==> src/sv/qrr_pkg.sv <==
package qrr_pkg;

    localparam int COEF_W    = 16;                  // width of a, b, c
    localparam int PROD_W    = 2 * COEF_W;          // a*c, b*b
    localparam int DISC_W    = 2 * COEF_W + 1;      // b*b - 4*a*c when not negative
    localparam int RAD_W     = DISC_W + 1;          // radicand padded to whole bit pairs
    localparam int SQ_STEPS  = RAD_W / 2;           // one result bit per stage
    localparam int SQ_REM_W  = SQ_STEPS + 1;        // remainder never exceeds 2*root
    localparam int DEN_W     = COEF_W + 1;          // |2a|
    localparam int NUM_W     = COEF_W + 1;          // |s -+ b| fits below 2^17
    localparam int NS_W      = NUM_W + 2;           // signed numerator before magnitude
    localparam int ROOT_FRAC = 16;                  // Q16.16 output
    localparam int DVD_W     = NUM_W + ROOT_FRAC;   // scaled numerator
    localparam int DV_STEPS  = DVD_W;               // one quotient bit per stage
    localparam int ROOT_W    = 32;
    localparam int S_DATA_W  = ((3 * COEF_W + 7) / 8) * 8;
    localparam int M_FIELD_W = 2 * ROOT_W + 2;
    localparam int M_DATA_W  = ((M_FIELD_W + 7) / 8) * 8;

    localparam logic [DV_STEPS-1:0] ROOT_MAX_MAG = DV_STEPS'(64'h7FFF_FFFF);
    localparam logic [DV_STEPS-1:0] ROOT_MIN_MAG = DV_STEPS'(64'h8000_0000);

    // side data that rides along with the square root
    typedef struct packed {
        logic                     ok;     // a nonzero and discriminant not negative
        logic                     a_neg;
        logic [DEN_W-1:0]         den;    // |2a|
        logic signed [COEF_W-1:0] b;
    } qrr_side_t;

endpackage

==> src/sv/qrr_disc.sv <==
module qrr_disc import qrr_pkg::*; (
    input  logic                     aclk,
    input  logic                     aresetn,
    input  logic                     adv,
    input  logic                     in_vld,
    input  logic signed [COEF_W-1:0] coef_a,
    input  logic signed [COEF_W-1:0] coef_b,
    input  logic signed [COEF_W-1:0] coef_c,
    output logic                     out_vld,
    output logic [DISC_W-1:0]        disc,
    output qrr_side_t                side
);

    logic                     v1_reg, v2_reg;
    logic signed [PROD_W-1:0] bb_reg, ac_reg;
    logic signed [COEF_W-1:0] a1_reg, b1_reg;
    logic [DISC_W-1:0]        disc_reg;
    qrr_side_t                side_reg;

    logic signed [PROD_W+2:0] d_full;
    logic [COEF_W-1:0]        a_mag;
    qrr_side_t                side_next;
    logic [DISC_W-1:0]        disc_next;

    always_ff @(posedge aclk) begin
        if (!aresetn) begin
            v1_reg <= 1'b0;
            v2_reg <= 1'b0;
        end else if (adv) begin
            v1_reg <= in_vld;
            v2_reg <= v1_reg;
        end
    end

    // stage 1: the two products
    always_ff @(posedge aclk) begin
        if (adv) begin
            bb_reg <= coef_b * coef_b;
            ac_reg <= coef_a * coef_c;
            a1_reg <= coef_a;
            b1_reg <= coef_b;
        end
    end

    // stage 2: discriminant, validity, denominator
    always_comb begin
        d_full = {{3{bb_reg[PROD_W-1]}}, bb_reg}
               - ({{3{ac_reg[PROD_W-1]}}, ac_reg} <<< 2);
        a_mag  = a1_reg[COEF_W-1] ? COEF_W'(-a1_reg) : COEF_W'(a1_reg);
        side_next.ok    = !d_full[PROD_W+2] && (a1_reg != '0);
        side_next.a_neg = a1_reg[COEF_W-1];
        side_next.den   = {a_mag, 1'b0};
        side_next.b     = b1_reg;
        disc_next = side_next.ok ? d_full[DISC_W-1:0] : '0;
    end

    always_ff @(posedge aclk) begin
        if (adv) begin
            disc_reg <= disc_next;
            side_reg <= side_next;
        end
    end

    assign out_vld = v2_reg;
    assign disc    = disc_reg;
    assign side    = side_reg;

endmodule

==> config.mk <==
export PLATFORM = sky130hd
export DESIGN_NAME = qrr_disc
export DESIGN_NICKNAME = d
export VERILOG_FILES = /design/src/sv/qrr_pkg.sv /design/src/sv/qrr_disc.sv
export SDC_FILE = /design/constraint.sdc
export NUM_CORES = 2
export LEC_CHECK = 0
export BUFFER_PORTS_ARGS = -buffer_cell sky130_fd_sc_hd__buf_2
export CORE_MARGIN = 2
export CORE_UTILIZATION = 27
export DETAILED_ROUTE_END_ITERATION = 8
export GPL_TIMING_DRIVEN = 0
export SLEW_MARGIN = 25
export SYNTH_ARGS = -nofsm -noshare
export SYNTH_HDL_FRONTEND = slang
export SYNTH_SLANG_ARGS = --single-unit
==> constraint.sdc <==
create_clock -name aclk -period 7 [get_ports aclk]
set_input_delay 0.7 -clock aclk [delete_from_list [all_inputs] [get_ports aclk]]
set_output_delay 0.7 -clock aclk [all_outputs]
set_load 0.02 [all_outputs]
# [After elaboration in Yosys (flattened, before gate mapping)]
# Cells that the tools add are included.
[op_classes] add_sub_neg=2 mul=2 muxes=1 reduce_logical=3
[op_table] cell="16-bit by 16-bit multiplier with 32-bit output" count=2
[op_table] cell="32-bit by 34-bit subtractor with 35-bit output" count=1
[op_table] cell="16-bit negation" count=1
[op_table] cell="16-bit nonzero test" count=1
[op_table] cell="15-bit two-way mux" count=1
[op_table] cell="1-bit logical AND" count=1
[op_table] cell="1-bit logical NOT" count=1
[totals] ff_bits=165 inputBits=52 output_inout_bits=69 word_cells=20

# [Logic depth before layout (Yosys ltp)]
[depth] ltp_word=3 depth_mapped=24 mapped_depth_nobuf=23

# [Worst setup path after synthesis]
# OpenSTA, ideal clock, no wires.
[synth_path] kind="input to register" startpoint="input port coef_b[4]" endpoint="register bb_reg[31], data pin" setup_time_ps=260 arrival_time_ps=6198 t_required_ps=6740 setup_slack_ps=542 stages=22 path_buffers=2 path_cell_list="clkbuf_1 -> clkbuf_1 -> nand2_1 -> fa_1 -> fa_1 -> fa_1 -> inv_1 -> fa_1 -> fa_1 -> inv_1 -> fa_1 -> inv_1 -> ha_1 -> o21a_1 -> o211ai_1 -> o211a_1 -> o31ai_1 -> a311oi_2 -> o211ai_1 -> a21o_1 -> a21oi_2 -> xnor2_1"
[synth_between] elab_chain_len=1
[synth_rtl] item="start, declared" line_no="qrr_disc.sv:7" source="input logic signed [COEF_W-1:0] coef_b,"
[synth_rtl] item="16-bit by 16-bit multiplier with 32-bit output" line_no="qrr_disc.sv:38" source="bb_reg <= coef_b * coef_b;"
[synth_rtl] item="end signal, assigned" line_no="qrr_disc.sv:38"
[synth_rtl] item="end, declared" line_no="qrr_disc.sv:15" source="logic signed [PROD_W-1:0] bb_reg, ac_reg;"
# No other way between the ends.
# A chain may end at the register's enable or synchronous reset.

# [Final worst setup path]
[layout_path] startpoint="input port coef_c[6]" endpoint="register ac_reg[31], data pin"
[layout_between] elab_chain_len=1
[layout_rtl] item="start, declared" line_no="qrr_disc.sv:8" source="input logic signed [COEF_W-1:0] coef_c,"
[layout_rtl] item="16-bit by 16-bit multiplier with 32-bit output" line_no="qrr_disc.sv:39" source="ac_reg <= coef_a * coef_c;"
[layout_rtl] item="end signal, assigned" line_no="qrr_disc.sv:39"
[layout_rtl] item="end, declared" line_no="qrr_disc.sv:15"
# No other way between the ends.

==> results.json <==
{
  "setup_viol": 0,
  "fp.dieH_um": 311,
  "worstMarginPinSlew_ns": 0.679,
  "dr.pass1.iters": 5,
  "drt-initial-drc-count": 1055,
  "numCtsBuffers": 17,
  "drive_gt1_frac": 0.0797,
  "num_io_pins": 121,
  "nets": 3389,
  "slew_headroom": 0.545,
  "tritoncts": "yes",
  "grt_pass1_wl_um": 97300,
  "grt_pass1_vias": 18100,
  "htreeDepth": 4,
  "hp-class": "flip-flop to flip-flop",
  "clk_pin_slew_worst_paths_ns": 0.09,
  "dp_hpwl_um": 50200,
  "die_area_um2": 96800,
  "drc": 0,
  "finalWirelength_um": 59200,
  "core_um2": 93500,
  "antenna_left": 0,
  "place_area_um2": 27700,
  "die_width_um": 311,
  "wire_per_inst_um": 15.2,
  "crit_required_ns": 7.25,
  "fin_cells": 3903,
  "critPathKind": "primary input to flip-flop",
  "viasPerCell": 4.34,
  "postLayoutCellArea_um2": 28300,
  "cp.arrival_ns": 6.96,
  "fin_crit_ns": 6.71,
  "syn2layout_area_growth_pct": 11.2,
  "fin_worst_skew_ns": 0.0186,
  "finalHoldViolCount": 0,
  "post_synth_num_cell_types": 68,
  "clock_sinks": 162,
  "grt-ovfl-total": 0,
  "ys_ff_latch": 162,
  "cp-start-kind": "primary input",
  "synthCells": 2506,
  "initial_utilization": 0.273,
  "synth.avg_cell_area_um2": 10.2,
  "clockBufferDepth": 2,
  "synth_warnings": 0,
  "grt_antenna_before_repair": 3,
  "placed_cells": 3881,
  "cp-end-kind": "flip-flop",
  "vias": 17000,
  "status": "finished clean",
  "gp_congestion": 0.879,
  "synth_top_flop_cell": "edfxtp_1",
  "core.rowCount": 112,
  "slew_viol_final": 0,
  "seq_area_frac_synth": 0.190,
  "gr-usage-all-layers": 0.130,
  "synth.cell_area_um2": 25500,
  "timing.fmax_ghz": 0.149,
  "synth-edff-count": 160,
  "clk_latency_ns": 0.49,
  "async_flop_share": 0,
  "finalCritPeriodShare": 0.959,
  "maxCapViolCount": 0,
  "root_buffer": "clkbuf_16",
  "critPathMaxFanout": 10,
  "numPortBuffers": 118,
  "grt_max_degree": 72,
  "largest_reg_flops": 34
}
[cell usage in the layout (no fill, tap or decap), types with 28 or more instances in the layout]
cell type,n
inv_1,648
o21ai_0,41
buf_2,120
and2_1,165
nor2_1,105
a21oi_1,62
nand2_1,217
ha_1,204
xor2_1,29
edfxtp_1,160
xnor2_1,86
fa_1,496
a21o_1,28
[worst max-delay path, cell delays in order]
cell,delay (ns)
buf_2,0.19
clkbuf_1,0.45
and2_1,0.22
fa_1,0.41
inv_1,0.08
fa_1,0.43
fa_1,0.52
inv_1,0.06
fa_1,0.53
fa_1,0.51
inv_1,0.05
fa_1,0.48
inv_1,0.04
ha_1,0.35
a21oi_1,0.19
o221ai_1,0.13
a311oi_1,0.38
o221ai_1,0.29
a221oi_2,0.41
a21oi_1,0.15
o21a_1,0.19
nor2_1,0.10
xnor2_1,0.08
[what timing repair did]
action                                  CTS  global route
buffers inserted                          0             4
hold buffers                              0             0
resized for setup                         2            43
endpoints found under the setup margin    3            12
pin swaps                                 0             1
[Yosys cell counts (12+ instances only)]
master / instances / area [µm²]
nand2_1: 217 / 815
o21bai_1: 13 / 97.6
clkbuf_1: 53 / 199
nor2_1: 105 / 394
fa_1: 497 / 9950
a21oi_1: 62 / 310
nand2b_1: 20 / 125
xnor2_1: 86 / 753
a21o_1: 28 / 210
ha_1: 204 / 2550
o21ai_0: 41 / 205
inv_1: 648 / 2430
edfxtp_1: 160 / 4800
and2_1: 165 / 1030
nand3_1: 12 / 60.1
nor3_1: 19 / 95.1
xor2_1: 29 / 254
[metrics by stage]
step	setup TNS, ns	setup slack [ns]	hold WS [ns]	utilization
after floorplan	0	0.542	0.400	-
after global placement	-5.84	-0.700	0.401	0.296
after detailed placement	-7.03	-0.713	0.405	0.297
after CTS	0	0.00942	0.398	0.303
after global routing	-0.0115	-0.0115	0.415	0.303
final	0	0.288	0.418	0.303
[layout make-up]
type | instances | area, µm²
diodes | 1 | 2.50
plain buffers | 45 | 209
clock buffers | 17 | 425
clock inverters | 14 | 166
fillers | 9800 | 65100
inverters | 649 | 2440
multi-input cells | 1637 | 18000
flip-flops and latches | 162 | 4840
well taps | 1254 | 1570
repair buffers | 124 | 686
[worst paths after layout]
path | start | end | slack [ns] | depth (start not counted)
worst max-delay path | coef_c[6] | ac_reg[31] | 0.29 | 23
worst min-delay path | b1_reg[5] | side[5] | 0.42 | 0
worst max register to register | bb_reg[2] | disc[17] | 3.20 | 13
worst min register to register | b1_reg[5] | side[5] | 0.42 | 0
[logic make-up after synthesis]
logic type                 synth area share
buffers and inverters                 0.105
adders and majority gates             0.491
and+or+nand+nor                       0.109
AOI/OAI and AO/OA                    0.0646
DFF                                   0.190
xor gates and xnor gates             0.0395
muxes                               0.00118
other                              0.000147
[routing by layer]
layer | global-route usage | vias up | share of wire
li1 | - | 7895 | -
met1 | 0.169 | 8684 | 0.44
met2 | 0.220 | 314 | 0.50
met3 | 0.0243 | 57 | 0.047
met4 | 0.0339 | 0 | 0.017
met5 | 0 | - | 0
Power is not shown: default switching activity piles up to over one toggle a cycle in this logic, so the estimate is an artifact.
