[src/sv/qrr_pkg.sv]
package qrr_pkg;

    localparam int COEF_W    = 16;                  // width of a, b, c
    localparam int PROD_W    = 2 * COEF_W;          // a*c, b*b
    localparam int DISC_W    = 2 * COEF_W + 1;      // b*b - 4*a*c when not negative
    localparam int RAD_W     = DISC_W + 1;          // radicand padded to whole bit pairs
    localparam int SQ_STEPS  = RAD_W / 2;           // one result bit per stage
    localparam int SQ_REM_W  = SQ_STEPS + 1;        // remainder never exceeds 2*root
    localparam int DEN_W     = COEF_W + 1;          // |2a|
    localparam int NUM_W     = COEF_W + 1;          // |s -+ b| fits below 2^17
    localparam int NS_W      = NUM_W + 2;           // signed numerator before magnitude
    localparam int ROOT_FRAC = 16;                  // Q16.16 output
    localparam int DVD_W     = NUM_W + ROOT_FRAC;   // scaled numerator
    localparam int DV_STEPS  = DVD_W;               // one quotient bit per stage
    localparam int ROOT_W    = 32;
    localparam int S_DATA_W  = ((3 * COEF_W + 7) / 8) * 8;
    localparam int M_FIELD_W = 2 * ROOT_W + 2;
    localparam int M_DATA_W  = ((M_FIELD_W + 7) / 8) * 8;

    localparam logic [DV_STEPS-1:0] ROOT_MAX_MAG = DV_STEPS'(64'h7FFF_FFFF);
    localparam logic [DV_STEPS-1:0] ROOT_MIN_MAG = DV_STEPS'(64'h8000_0000);

    // side data that rides along with the square root
    typedef struct packed {
        logic                     ok;     // a nonzero and discriminant not negative
        logic                     a_neg;
        logic [DEN_W-1:0]         den;    // |2a|
        logic signed [COEF_W-1:0] b;
    } qrr_side_t;

endpackage

[src/sv/qrr_sqrt.sv]
module qrr_sqrt import qrr_pkg::*; (
    input  logic                aclk,
    input  logic                aresetn,
    input  logic                adv,
    input  logic                in_vld,
    input  logic [DISC_W-1:0]   disc,
    input  qrr_side_t           in_side,
    output logic                out_vld,
    output logic [SQ_STEPS-1:0] root,
    output qrr_side_t           out_side
);

    logic                vld_reg  [SQ_STEPS];
    logic [RAD_W-1:0]    rad_reg  [SQ_STEPS];
    logic [SQ_STEPS-1:0] root_reg [SQ_STEPS];
    logic [SQ_REM_W-1:0] rem_reg  [SQ_STEPS];
    qrr_side_t           side_reg [SQ_STEPS];

    for (genvar k = 0; k < SQ_STEPS; k++) begin : g_stage
        logic                cur_vld;
        logic [RAD_W-1:0]    cur_rad;
        logic [SQ_STEPS-1:0] cur_root;
        logic [SQ_REM_W-1:0] cur_rem;
        qrr_side_t           cur_side;
        logic [SQ_REM_W+1:0] rem_sh, trial;
        logic                take;

        if (k == 0) begin : g_first
            assign cur_vld  = in_vld;
            assign cur_rad  = {1'b0, disc};
            assign cur_root = '0;
            assign cur_rem  = '0;
            assign cur_side = in_side;
        end else begin : g_next
            assign cur_vld  = vld_reg[k-1];
            assign cur_rad  = rad_reg[k-1];
            assign cur_root = root_reg[k-1];
            assign cur_rem  = rem_reg[k-1];
            assign cur_side = side_reg[k-1];
        end

        // bring down the next bit pair, try (4*root + 1)
        assign rem_sh = {cur_rem, cur_rad[RAD_W-1 -: 2]};
        assign trial  = {1'b0, cur_root, 2'b01};
        assign take   = rem_sh >= trial;

        always_ff @(posedge aclk) begin
            if (!aresetn) begin
                vld_reg[k] <= 1'b0;
            end else if (adv) begin
                vld_reg[k] <= cur_vld;
            end
        end

        always_ff @(posedge aclk) begin
            if (adv) begin
                rad_reg[k]  <= {cur_rad[RAD_W-3:0], 2'b00};
                root_reg[k] <= {cur_root[SQ_STEPS-2:0], take};
                rem_reg[k]  <= take ? SQ_REM_W'(rem_sh - trial) : rem_sh[SQ_REM_W-1:0];
                side_reg[k] <= cur_side;
            end
        end
    end

    assign out_vld  = vld_reg[SQ_STEPS-1];
    assign root     = root_reg[SQ_STEPS-1];
    assign out_side = side_reg[SQ_STEPS-1];

endmodule

[config.mk]
export PLATFORM = sky130hd
export DESIGN_NAME = qrr_sqrt
export DESIGN_NICKNAME = d
export VERILOG_FILES = /design/src/sv/qrr_pkg.sv /design/src/sv/qrr_sqrt.sv
export SDC_FILE = /design/constraint.sdc
export NUM_CORES = 1
export LEC_CHECK = 0
export ABC_AREA = 0
export ABC_CLOCK_PERIOD_IN_PS = 3300
export BUFFER_PORTS_ARGS = -buffer_cell sky130_fd_sc_hd__buf_2
export CAP_MARGIN = 20
export CORE_MARGIN = 2
export CORE_UTILIZATION = 54
export CTS_CLUSTER_DIAMETER = 80
export CTS_CLUSTER_SIZE = 40
export DETAILED_ROUTE_END_ITERATION = 16
export GPL_ROUTABILITY_DRIVEN = 1
export PLACE_DENSITY = 0.7
export SYNTH_ARGS = -nofsm -noshare
export SYNTH_HDL_FRONTEND = slang
export SYNTH_SLANG_ARGS = --single-unit
[constraint.sdc]
create_clock -name aclk -period 3.3 [get_ports aclk]
set_clock_uncertainty 0.2 [all_clocks]
set_input_delay 0.33 -clock aclk [delete_from_list [all_inputs] [get_ports aclk]]
set_output_delay 0.33 -clock aclk [all_outputs]
set_load 0.05 [all_outputs]
# After elaboration in Yosys (flattened, before gate mapping)

Memories as Yosys holds them, arrays and structs flattened.
Cells that the tools add are included.

Add/subtract/negate cells: 17
Magnitude comparators: 17
Muxes and demuxes: 39
Bitwise gates (word level): 17

Operators with widths:

| operator                                                           | number |
|---|---|
| 20-bit by 19-bit >= comparator with 1-bit output                   | 16 |
| 18-bit two-way mux                                                 | 17 |
| 18-bit subtractor                                                  | 16 |
| 1-bit two-way mux                                                  | 22 |
| 1-bit bitwise OR                                                   | 17 |
| 1-bit by 1-bit subtractor with 2-bit output, second input constant | 1 |
| 1-bit >= comparator, second input constant                         | 1 |

Register bits: 0
RAM bits: 1751
Bits of input ports: 72
Output and inout bits: 53
Logic and storage cells: 95
Memories: 5

Memories:

| memory   | depth | bits a word | rd ports | clocked after memory_dff | wr ports | line           | RTL |
|---|---|---|---|---|---|---|---|
| side_reg | 17    | 35          | 17       | 0                        | 17       | qrr_sqrt.sv:17 | `qrr_side_t side_reg [SQ_STEPS];` |
| rad_reg  | 17    | 32          | 16       | 0                        | 17       | qrr_sqrt.sv:14 | `logic [RAD_W-1:0] rad_reg [SQ_STEPS];` |
| rem_reg  | 17    | 18          | 16       | 0                        | 17       | qrr_sqrt.sv:16 | `logic [SQ_REM_W-1:0] rem_reg [SQ_STEPS];` |
| root_reg | 17    | 17          | 17       | 0                        | 17       | qrr_sqrt.sv:15 | `logic [SQ_STEPS-1:0] root_reg [SQ_STEPS];` |
| vld_reg  | 17    | 1           | 17       | 0                        | 17       | qrr_sqrt.sv:13 | `logic vld_reg [SQ_STEPS];` |

# Logic depth before layout (Yosys ltp)

Gate-level depths: netlist of the first run.

Depth after elaboration: 4
Mapped depth: 12
Mapped depth without buffers: 10

# Worst setup path after synthesis of the first run

Ideal clock, no wire load.

Kind: register -> register
From: mem rem_reg[0][95] in the netlist's numbering
To: mem rem_reg[0][123] in the netlist's numbering (data pin)
Setup time: 0.273 ns
Arrival time: 2.342 ns
Data required time: 2.827 ns
Slack: 0.485 ns
Stages on the path, launching flop included: 9
Buffers on the path: 0
Clock period less this slack: 2.815 ns
Cell sequence: edfxtp_1 ha_1 and4_1 and4_1 or3b_2 a211oi_2 a311o_2 nor4b_1 xor2_1

RTL lines:

| what            | line |
|---|---|
| start, declared | qrr_sqrt.sv:16 |

==> impl_metrics.ini, run 1 <==
[global_routing]
grt_max_degree = 103
grt_overflow_total = 0
grt_first_pass_wirelength_um = 124000
antenna_found_initial = 2
grt_pass1_vias = 24300
grt_usage_pct = 16.1

[pwr]
p_per_area_nw_per_um2 = 603
switching_share_pct = 25.3
clkPwrFrac_pct = 25.9
peakVddDrop_v = 0.000458
p_leak_uw = 0.0204
power_frac_comb_pct = 12.6
internal-power_uw = 25100
power_frac_seq_pct = 61.5
switchingPower_uw = 8490

[finish]
drive_above_1_share_pct = 9.97
nets = 3537
multiInputGateArea_um2 = 10300
syn2layout_area_growth_pct = 10.8
layout_common_cells = 1300 x edfxtp_1, 199 x inv_1, 170 x ha_1, 164 x nor2_1, 158 x a21oi_1
antennaDiodeCount = 0
fill_cells = 6741
final-seq-area_um2 = 39100
layout_commonest_cell = edfxtp_1
largest_reg_flops = 595

[job]
drv_cap = 0

[run_status]
outcome = completed

[worst_setup_path]
cp_data_arrival_time_ns = 3.30
worstSetupStartpointType = register
worstSetupEndpointType = register
cp_max_fo = 4
cp_data_required_time_ns = 3.52
reg2reg_from = rem_reg[0][162]$_DFFE_PP_
reg2reg_slack_ns = 0.22
slowest_delay_ns = 0.56
criticalPathCategory = reg -> reg
crit_chain = ha_1 -> o21ai_0 -> a211oi_1 -> o2111a_1 -> nor4_1 -> nor3_1 -> a221oi_1 -> xor2_1
slowest_stage = a211oi_1
cp-startpoint = rem_reg[0][162]$_DFFE_PP_

[logic_synthesis]
ys_top_cells_by_area = edfxtp_1 78%, ha_1 4.2%, xnor2_1 2.1%, a21oi_1 1.6%, xor2_1 1.6%
seq_area_frac_synth_pct = 77.7
yosysWarnings = 0
synth_seq_cells = 1301
avgSynthCellArea_um2 = 16.6
synth_edf_count = 1300
async_flop_share_pct = 0
synth_area_um2 = 50200
yosysTopAreaCellShare_pct = 77.7
netlist_instances = 3021
synth_cell_types = 81
syn_nets = 3263
ys.flop_type = edfxtp_1
yosys.area.top_type = edfxtp_1

[timing]
final_hold_viol_count = 0
worst_pin_slew_ns = 0.861
hold_ws_ns = 0.137
setup-tns-final_ns = 0
drv_slew = 0
max_slew_margin_pct = 42.0
fmax_mhz = 324
period_needed_ns = 3.08
finalSetupViolCount = 0
timing.final.crit_share_pct = 93.4
rsz0062_at_grt = false

[cts]
cts-root-buf = clkbuf_16
worstSkewPairLatency_ns = 0.68
postCtsSetupBuffers = 0
cts_made_buffers = 51
clk_pin_slew_worst_paths_ns = 0.13
clock-sinks = 1301
cts.htree.levels = 2
cts_tree = built
cts_buffer_depth = 3

[floorplanning]
initial_core_util_pct = 54.6
fp.dieW_um = 309
design.core.area_um2 = 91900
rows = 111
io_pins = 125
die-area_um2 = 95500
die_y_um = 309

[min_path]
hold_path.class = in -> reg
hp-start = in_side[14]

[routing]
route.detailed.drc = 0
dr_total_vias = 24400
vias_per_cell = 5.33
wirelength_um = 76800
dr.pass1.iters = 5
antenna_left = 0
wl_per_cell_um = 16.8
drtIter0Drc = 1801

[placed_design]
portBuffers = 124
place.detailed.hpwl_um = 52400
gp_congestion = 0.871
critical path: cells and delay by family, from the launching register on:
| family | cells | cell delay (ns) |
|---|---|---|
| AO/OA/AOI/OAI | 4 | 1.21 |
| XOR/XNOR | 1 | 0.17 |
| adder cells (fa/ha/maj) | 1 | 0.38 |
| flip-flops | 1 | 0.41 |
| AND/OR/NAND/NOR | 2 | 0.44 |
Yosys cell counts (all sizes together) (36+ instances only):
cell type / n
edfxtp: 1300
inv: 200
ha: 170
nor2: 165
a21oi: 158
nand2: 123
xnor2: 121
o21ai: 114
xor2: 89
nor3: 51
a21o: 46
nand2b: 43
nand3: 38
nor4: 36
path summary, 6_finish.rpt:
check,end,cells past startpoint
min reg2reg,rad_reg[0][185]$_DFFE_PP_,0
min,side_reg[0][14]$_DFFE_PP_,2
max,rem_reg[0][195]$_DFFE_PP_,8
max reg2reg,rem_reg[0][195]$_DFFE_PP_,8
power by group through the flow:
| stage | logic, uW | clock network [uW] | registers, uW |
|---|---|---|---|
| after floorplan | 2780 | 0 | 20800 |
| after global placement | 4080 | 0 | 21000 |
| after detailed placement | 4170 | 0 | 21000 |
| after CTS | 4250 | 9060 | 20700 |
| after global routing | 4750 | 9550 | 20800 |
| final | 4240 | 8700 | 20600 |
layer usage:
| metal | part of all wire, % | global-route usage (%) |
|---|---|---|
| met2 | 50 | 28.1 |
| met1 | 44 | 21.4 |
| met4 | 2.1 | 4.04 |
| met3 | 3.7 | 2.14 |
| met5 | 0 | 0 |
layout make-up:
class                   instances  share of cell area (%)
clock inverters                36                    1.22
inverters                     201                    1.36
repair buffers                264                    3.78
flip-flops and latches       1301                    70.1
multi-input cells            1476                    18.4
well taps                    1243                    2.79
clock buffers                  51                    2.29
timing repair:
action	4_1_cts	5_1_grt
resized for setup	0	1
endpoints found under the setup margin	0	3
hold buffers	72	0
hold endpoints to repair	133	0
stage by stage:
step           utilization, %  total power (uW)  area (um2)  std cells  setup slack, ns
6_report                 60.6             33600       55700       4572            0.218
3_5_place_dp             57.6             25200       53000       4413            0.246
3_3_place_gp             57.6             25100       53000       4413            0.284
2_1_floorplan               -             23600       50200       3021            0.485
5_1_grt                  60.6             35100       55700       4572           0.0207
4_1_cts                  60.6             34000       55700       4572            0.204
cell families after synthesis:
family / synth area share (%)
DFF: 77.7
and+or+nand+nor: 6.09
AOI/OAI and AO/OA: 5.64
buffers and inverters: 1.86
xor gates and xnor gates: 3.66
adders and majority gates: 4.23
muxes: 0.767
other: 0.00746
No activity file was read; power rests on OpenSTA's default activity.
==> run 2: changes to the inputs <==
GPL_TIMING_DRIVEN = 0   (was not set)
RECOVER_POWER = 100   (was not set)
==> impl_metrics.ini, run 2 (synthesized netlist as in run 1, its figures left out) <==
[routing]
vias_per_cell = 5.35
wl_per_cell_um = 16.9
route.detailed.drc = 0
dr_total_vias = 24400
drtIter0Drc = 1734
wirelength_um = 76800
antenna_left = 0
dr.pass1.iters = 5

[placed_design]
gp_congestion = 0.880
place.detailed.hpwl_um = 51100
portBuffers = 124

[global_routing]
grt_overflow_total = 0
grt_pass1_vias = 24000
grt_use_met3_pct = 2.33
grt_max_degree = 196
grt-busiest-layer = met2
met2_usage_pct = 27.3
antenna_found_initial = 0
grt.met1_usage_pct = 21.6
grt_usage_pct = 16.1
grt_first_pass_wirelength_um = 123000

[finish]
final_core_util_pct = 60.1
nets = 3521
syn2layout_area_growth_pct = 9.98
drive_above_1_share_pct = 7.46
antennaDiodeCount = 0
layout_common_cells = 1300 x edfxtp_1, 199 x inv_1, 167 x ha_1, 163 x nor2_1, 155 x a21oi_1
layout_commonest_cell = edfxtp_1
largest_reg_flops = 595
fill_cells = 6812

[floorplanning]
fp.dieW_um = 309
die-area_um2 = 95500
io_pins = 125
design.core.area_um2 = 91900
die_y_um = 309
rows = 111
initial_core_util_pct = 54.6

[timing]
max_slew_margin_pct = -64.1
hold_ws_ns = 0.0630
period_needed_ns = 3.21
drv_slew = 678
worst_pin_slew_ns = 2.46
timing.final.crit_share_pct = 97.2
final_hold_viol_count = 0
fmax_mhz = 312
finalSetupViolCount = 0

[cts]
clk_pin_slew_worst_paths_ns = 0.12
cts.htree.levels = 2
cts_made_buffers = 51
cts-root-buf = clkbuf_16
cts_tree = built
worstSkewPairLatency_ns = 0.72
cts_buffer_depth = 3
clock-sinks = 1301

[job]
drv_cap = 5

[worst_setup_path]
criticalPathCategory = reg -> reg
cp.buffers_inverters = 1
cp_data_arrival_time_ns = 3.46
cp_data_required_time_ns = 3.55
crit_top_cell = nand4_1
slowest_delay_ns = 0.44
slowest_stage = o31a_1
worstSetupEndpointType = register
reg2reg_slack_ns = 0.09
cpLargestDelayFamily = simple AND/OR/NAND/NOR gates
worstSetupStartpointType = register
crit_chain = inv_1 -> ha_4 -> nand4_1 -> nor4_4 -> nand4_1 -> o31a_1 -> nand3_4 -> mux2_2
cp_max_fo = 5

[min_path]
hold_path.class = in -> reg

[pwr]
peakVddDrop_v = 0.000541
p_per_area_nw_per_um2 = 603
p_leak_uw = 0.0200

[run_status]
outcome = finished with violations
violations = max-capacitance violations, max-slew violations
## run 2: cell types whose count changed in the layout (fill, tap and decap cells not counted), sizes merged
| cell | delta |
|---|---|
| clkbuf | +99 |
| dlygate4sd3 | -2 |
| clkdlybuf4s25 | +1 |
| inv | -6 |
| clkinvlp | +3 |
| clkinv | +3 |
| nand3 | +1 |
| buf | -114 |
| bufinv | -1 |
## run 2: layout make-up
class / instances / area [um2] / area share, %
plain buffers: 39 / 204 / 0.369
clock buffers: 52 / 1280 / 2.32
clock inverters: 35 / 602 / 1.09
inverters: 201 / 754 / 1.37
multi-input cells: 1477 / 10400 / 18.8
flip-flops and latches: 1301 / 39100 / 70.7
well taps: 1243 / 1560 / 2.81
repair buffers: 208 / 1420 / 2.57
## run 2: timing repair
| item | 4_1_cts | 5_1_grt |
|---|---|---|
| gates resized for setup | 15 | 38 |
| hold buffers | 73 | 0 |
| endpoints found under the hold margin | 152 | 0 |
| buffers inserted | 1 | 3 |
| pin swaps | 2 | 6 |
| setup endpoints to repair | 65 | 86 |
| gates cloned | 0 | 1 |
## run 2: per-stage QoR
| stage | worst slack, ns | cells | total power, uW | cell area, um2 | TNS (ns) |
|---|---|---|---|---|---|
| floorplan | 0.485 | 3021 | 23600 | 50200 | 0 |
| global placement | -17.35 | 4388 | 25500 | 52400 | - |
| detailed placement | -0.807 | 4395 | 25100 | 52600 | -74.83 |
| CTS | -0.00642 | 4554 | 33700 | 55300 | -0.00642 |
| global route | -0.00894 | 4556 | 34800 | 55300 | -0.0236 |
| finish | 0.0922 | 4556 | 33300 | 55300 | 0 |
## run 2: path summary, 6_finish.rpt
check,start,end,cells after the start
hold / removal,adv,side_reg[0][26]$_DFFE_PP_,2
hold reg to reg,rad_reg[0][16]$_DFFE_PP_,rad_reg[0][50]$_DFFE_PP_,0
setup / recovery,root_reg[0][174]$_DFFE_PP_,rem_reg[0][205]$_DFFE_PP_,8
setup reg to reg,root_reg[0][174]$_DFFE_PP_,rem_reg[0][205]$_DFFE_PP_,8
## run 2: worst register-to-register path, delay by kind of cell, from the launching register on
kind	cells	cell delay [ns]
buffers and inverters	1	0.10
DFF	1	0.41
AOI/OAI and AO/OA	1	0.45
and+or+nand+nor	4	1.17
muxes	1	0.35
adders and majority gates	1	0.29
## run 2: power by group
group	internal, uW	switching (uW)
registers	20000	670
clock network	3220	5260
logic	1710	2510
## run 2: routing by layer
metal,up-vias,share of wire (%)
met5,-,0
met4,0,2.7
met3,126,3.4
met2,433,49
met1,12000,44
li1,11900,-
